<file path="src/page_frame_bitmap_allocator_top_macros.svh">
// Assertion macros used by the frame allocator top level.
`ifndef PAGE_FRAME_BITMAP_ALLOCATOR_TOP_MACROS_SVH
`define PAGE_FRAME_BITMAP_ALLOCATOR_TOP_MACROS_SVH

// Same-cycle implication, checked on every rising edge outside reset.
`define PFBA_ASSERT_NOW(label, ante, cons, msg) \
	label: assert property (@(posedge clk) disable iff (!arst_n) (ante) |-> (cons)) \
		else $error(msg);

// Next-cycle implication, checked on every rising edge outside reset.
`define PFBA_ASSERT_NEXT(label, ante, cons, msg) \
	label: assert property (@(posedge clk) disable iff (!arst_n) (ante) |=> (cons)) \
		else $error(msg);

`endif

</file>
<file path="src/pfba_pkg.sv">
// Package with the shared types and constants of the frame allocator.
`timescale 1ns / 1ps
package pfba_pkg;

	localparam int ADDR_W        = 32;
	localparam int FRAME_SHIFT   = 12;
	localparam int FRAME_W       = ADDR_W - FRAME_SHIFT;
	localparam int PAGES_W       = 17;
	localparam int SUM_BITS      = 32;
	localparam int SUM_IW        = 5;
	localparam int NUM_FRAMES_DEF = 65536;
	localparam int WORD_BITS_DEF  = 32;

	localparam logic [ADDR_W-1:0]  ALLOC_FAIL  = 32'hFFFF_FFFF;
	localparam logic [PAGES_W-1:0] PAGES_RESET = 17'h1_0000;

	typedef enum logic [1:0] {
		ACT_ALLOC   = 2'd0,
		ACT_FREE    = 2'd1,
		ACT_RESERVE = 2'd2,
		ACT_NONE    = 2'd3
	} pfba_action_t;

	typedef enum logic [3:0] {
		ST_IDLE,
		ST_ALOC_TOP,
		ST_ALOC_SUM,
		ST_ALOC_WORD,
		ST_ALOC_FAIL,
		ST_UPD_MUL,
		ST_UPD_DIV,
		ST_UPD_READ,
		ST_UPD_WRITE
	} pfba_state_t;

endpackage

</file>
<file path="src/pfba_index.sv">
// Splits a frame number into bitmap word index and bit index (divide by word width).
`timescale 1ns / 1ps
module pfba_index #(
	parameter int WordBits = 32,
	parameter int WordAw = 11,
	localparam int BitW = $clog2(WordBits)
) (
	input  logic                        clk,
	input  logic [pfba_pkg::FRAME_W-1:0] frame,
	output logic [WordAw-1:0]           word_idx,
	output logic [BitW-1:0]             bit_idx
);
	import pfba_pkg::*;

	// Reciprocal is low by at most one quotient step, fixed by one compare.
	localparam int Recip = (1 << FRAME_W) / WordBits;
	localparam int ProdW = 2 * FRAME_W + 1;

	logic [ProdW-1:0]   prod_s1;
	logic [FRAME_W-1:0] frame_s1;
	logic [FRAME_W-1:0] q0;
	logic [FRAME_W-1:0] r0;
	logic [FRAME_W-1:0] quot;
	logic [FRAME_W-1:0] rem;
	logic [WordAw-1:0]  word_s2;
	logic [BitW-1:0]    bit_s2;

	always_ff @(posedge clk) begin
		prod_s1  <= ProdW'(frame) * ProdW'(Recip);
		frame_s1 <= frame;
		word_s2  <= WordAw'(quot);
		bit_s2   <= rem[BitW-1:0];
	end

	always_comb begin
		q0 = FRAME_W'(prod_s1 >> FRAME_W);
		r0 = frame_s1 - (q0 * FRAME_W'(WordBits));
		if (r0 >= FRAME_W'(WordBits)) begin
			quot = q0 + FRAME_W'(1);
			rem  = r0 - FRAME_W'(WordBits);
		end else begin
			quot = q0;
			rem  = r0;
		end
	end

	assign word_idx = word_s2;
	assign bit_idx  = bit_s2;

endmodule
</file>
<file path="config.mk">
export PLATFORM = sky130hd
export DESIGN_NAME = pfba_index
export DESIGN_NICKNAME = d
export VERILOG_FILES = /design/src/page_frame_bitmap_allocator_top_macros.svh /design/src/pfba_pkg.sv /design/src/pfba_index.sv
export SDC_FILE = /design/constraint.sdc
export NUM_CORES = 1
export LEC_CHECK = 0
export ABC_CLOCK_PERIOD_IN_PS = 800
export BUFFER_PORTS_ARGS = -buffer_cell sky130_fd_sc_hd__buf_2
export CELL_PAD_IN_SITES_DETAIL_PLACEMENT = 2
export CELL_PAD_IN_SITES_GLOBAL_PLACEMENT = 2
export CORE_MARGIN = 5
export CORE_UTILIZATION = 25
export CTS_CLUSTER_DIAMETER = 100
export CTS_CLUSTER_SIZE = 12
export DETAILED_ROUTE_END_ITERATION = 10
export PLACE_DENSITY = 0.79
export SYNTH_ARGS = -nofsm -noshare
export SYNTH_HDL_FRONTEND = slang
export SYNTH_SLANG_ARGS = --single-unit
</file>
<file path="constraint.sdc">
create_clock -name clk -period 0.8 [get_ports clk]
set_input_delay 0.16 -clock clk [delete_from_list [all_inputs] [get_ports clk]]
set_output_delay 0.16 -clock clk [all_outputs]
set_load 0.05 [all_outputs]
</file>
==> results.yml <==
floorplan:
  row_count: 18
  core_area_um2: 2450
  die_w_um: 60.6
  die_h_um: 60.6
  ios: 37
  initial_core_util_pct: 26.1
  die_area_um2: 3670
final_layout:
  fillers: 240
  final_cell_mix: "dfxtp_2 (16), dlygate4sd3_1 (16), buf_2 (16), dfxtp_1 (16), buf_8 (15)"
  multiInputGateArea_um2: 0
  area_delta_synth_final_pct: 92.6
  num_antenna_cells: 0
  drive_gt1_share_pct: 61.4
  num-multi-input-gates: 0
  utilization_pct: 50.3
  regArea_um2: 661
  final_nets: 108
run_status:
  failed_checks: "negative setup slack"
  status: "finished with violations"
route:
  first_iter_violations: 4
  wire_per_inst_um: 11.2
  drtAntennaViolNets: 0
  dr.pass1.iters: 2
  drc: 0
  vias_per_cell: 3.58
  vias: 423
  totalWireLength_mm: 1.32
synthesis:
  yosysWarningCount: 0
  syn-num-nets: 53
  synth.cell_area_um2: 641
  synth_cell_type_count: 1
  avgSynthCellArea_um2: 20.0
  synth_seq_cells: 32
  seq_area_frac_synth_pct: 100
  synthCells: 32
setup_path:
  regToRegSetupSlack_ps: 390
  path_cells: "buf_8"
  rr_startpoint: "prod_s1[20]"
  slowest_stage: "dfxtp_2"
  critPathMaxFanout: 1
  end_kind: "output port"
  slowest_delay_ps: 350
  cp.arrival_ps: 800
  r2r-end: "word_idx[0]"
  ff2ff_path_depth: 0
  worstSetupStartpointType: "flip-flop"
  crit_family: "flip-flops"
  timing_worst_setup_path_type: "reg -> out"
  worstPathRequired_ps: 640
  crit_buf_inv: 1
cts:
  cts.path.max_buffers: 2
  post-cts-setup-buffers: 0
  numClockSinks: 32
  path_clk_slew_ps: 90
  clkLatencyLatePin_ps: 310
  cts_max_level: 2
  cts_tree: "built"
  cts_buffers: 5
  ctsRootBufferMaster: "clkbuf_4"
placed_design:
  routabilityCongestion: 0.566
  io_buffers: 32
global_route:
  overflow: 0
  grt_max_degree: 10
  grt_first_pass_wirelength_mm: 1.98
  antenna_found_initial: 0
  grt_use_total_pct: 8.50
  grt_pass1_vias: 435
timing:
  drv_slew: 0
  worstMarginPinSlew_ps: 108
  finalCriticalPeriod_ps: 960
  finClkSkew_ps: 4.07
  setup_viol: 16
  fmax_ghz: 1.04
  report.final.hold_viol_count: 0
  slew_headroom_pct: 92.8
  rsz0062_at_grt: "true"
  finalWorstSetupSlack_ps: -160
  fin_crit_sh_pct: 120
  tns_ps: -2310
power_and_ir_drop:
  power_leakage_nw: 0.550
  powerDensity_nw_per_um2: 2420
  fin_total_pwr_w: 0.00299
  ir_drop_v: 0.00153
run:
  drv_cap: 0
hold_path:
  hold_path.class: "reg -> reg"
  min_path_cells: 0
  hold_end: "bit_idx[1]"
  worstHoldStart: "prod_s1[16]"
-- what timing repair did --
action	4_1_cts	5_1_grt
hold buffers	16	0
endpoints found under the setup margin	16	16
gates resized for setup	61	2
hold endpoints to repair	16	0
-- synth_stat cells --
cell | count | area share, %
dfxtp_1 | 32 | 100
-- stage by stage --
stage                     std cells  hold slack [ps]  instance area, um2  setup WS (ps)
after floorplan                  32              188                 641           52.7
after global placement           94              262                 838           98.3
after detailed placement         94              264                 838           95.1
after CTS                       118              332                1230           -176
after global routing            118              336                1230           -208
final                           118              331                1230           -160
-- power breakdown --
group	switching (W)	internal (W)	leakage, nW
Sequential	0.0000355	0.00169	0.270
Combinational	0.000186	0.000187	0.247
Clock	0.000458	0.000433	0.0326
-- how the worst max path moves through the flow --
stage,from,end,slack [ps],cells past startpoint
floorplan,bit_idx[0],bit_idx[0],50,0
global placement,word_idx[5],word_idx[5],100,1
detailed placement,word_idx[6],word_idx[6],100,1
CTS,word_idx[6],word_idx[6],-180,1
global route,word_idx[0],word_idx[0],-210,1
finish,bit_idx[4],bit_idx[4],-160,1
-- logic make-up (layout without fill, tap and decap cells) --
| family | Yosys count | after routing | synth area share (%) |
|---|---|---|---|
| flip-flops | 32 | 32 | 100 |
| buffers and inverters | 0 | 56 | 0 |
-- sequential cells by signal (all words and copies together) (netlist names) --
signal / count
bit_idx: 5
prod_s1: 16
word_idx: 11
-- metal layers --
| metal | global-route usage, % | wire length, um | up-vias |
|---|---|---|---|
| met5 | 0 | 0 | - |
| met4 | 4.64 | 0 | 0 |
| met1 | 5.24 | 348 | 198 |
| met2 | 16.6 | 862 | 17 |
| met3 | 6.38 | 108 | 0 |
| li1 | - | - | 208 |
-- area by class of cell --
class	count	share of cell area, %
Tap cell	30	3.04
Timing Repair Buffer	48	38.6
Clock buffer	8	4.77
Sequential cell	32	53.5
No activity file was read; power rests on OpenSTA's default activity.
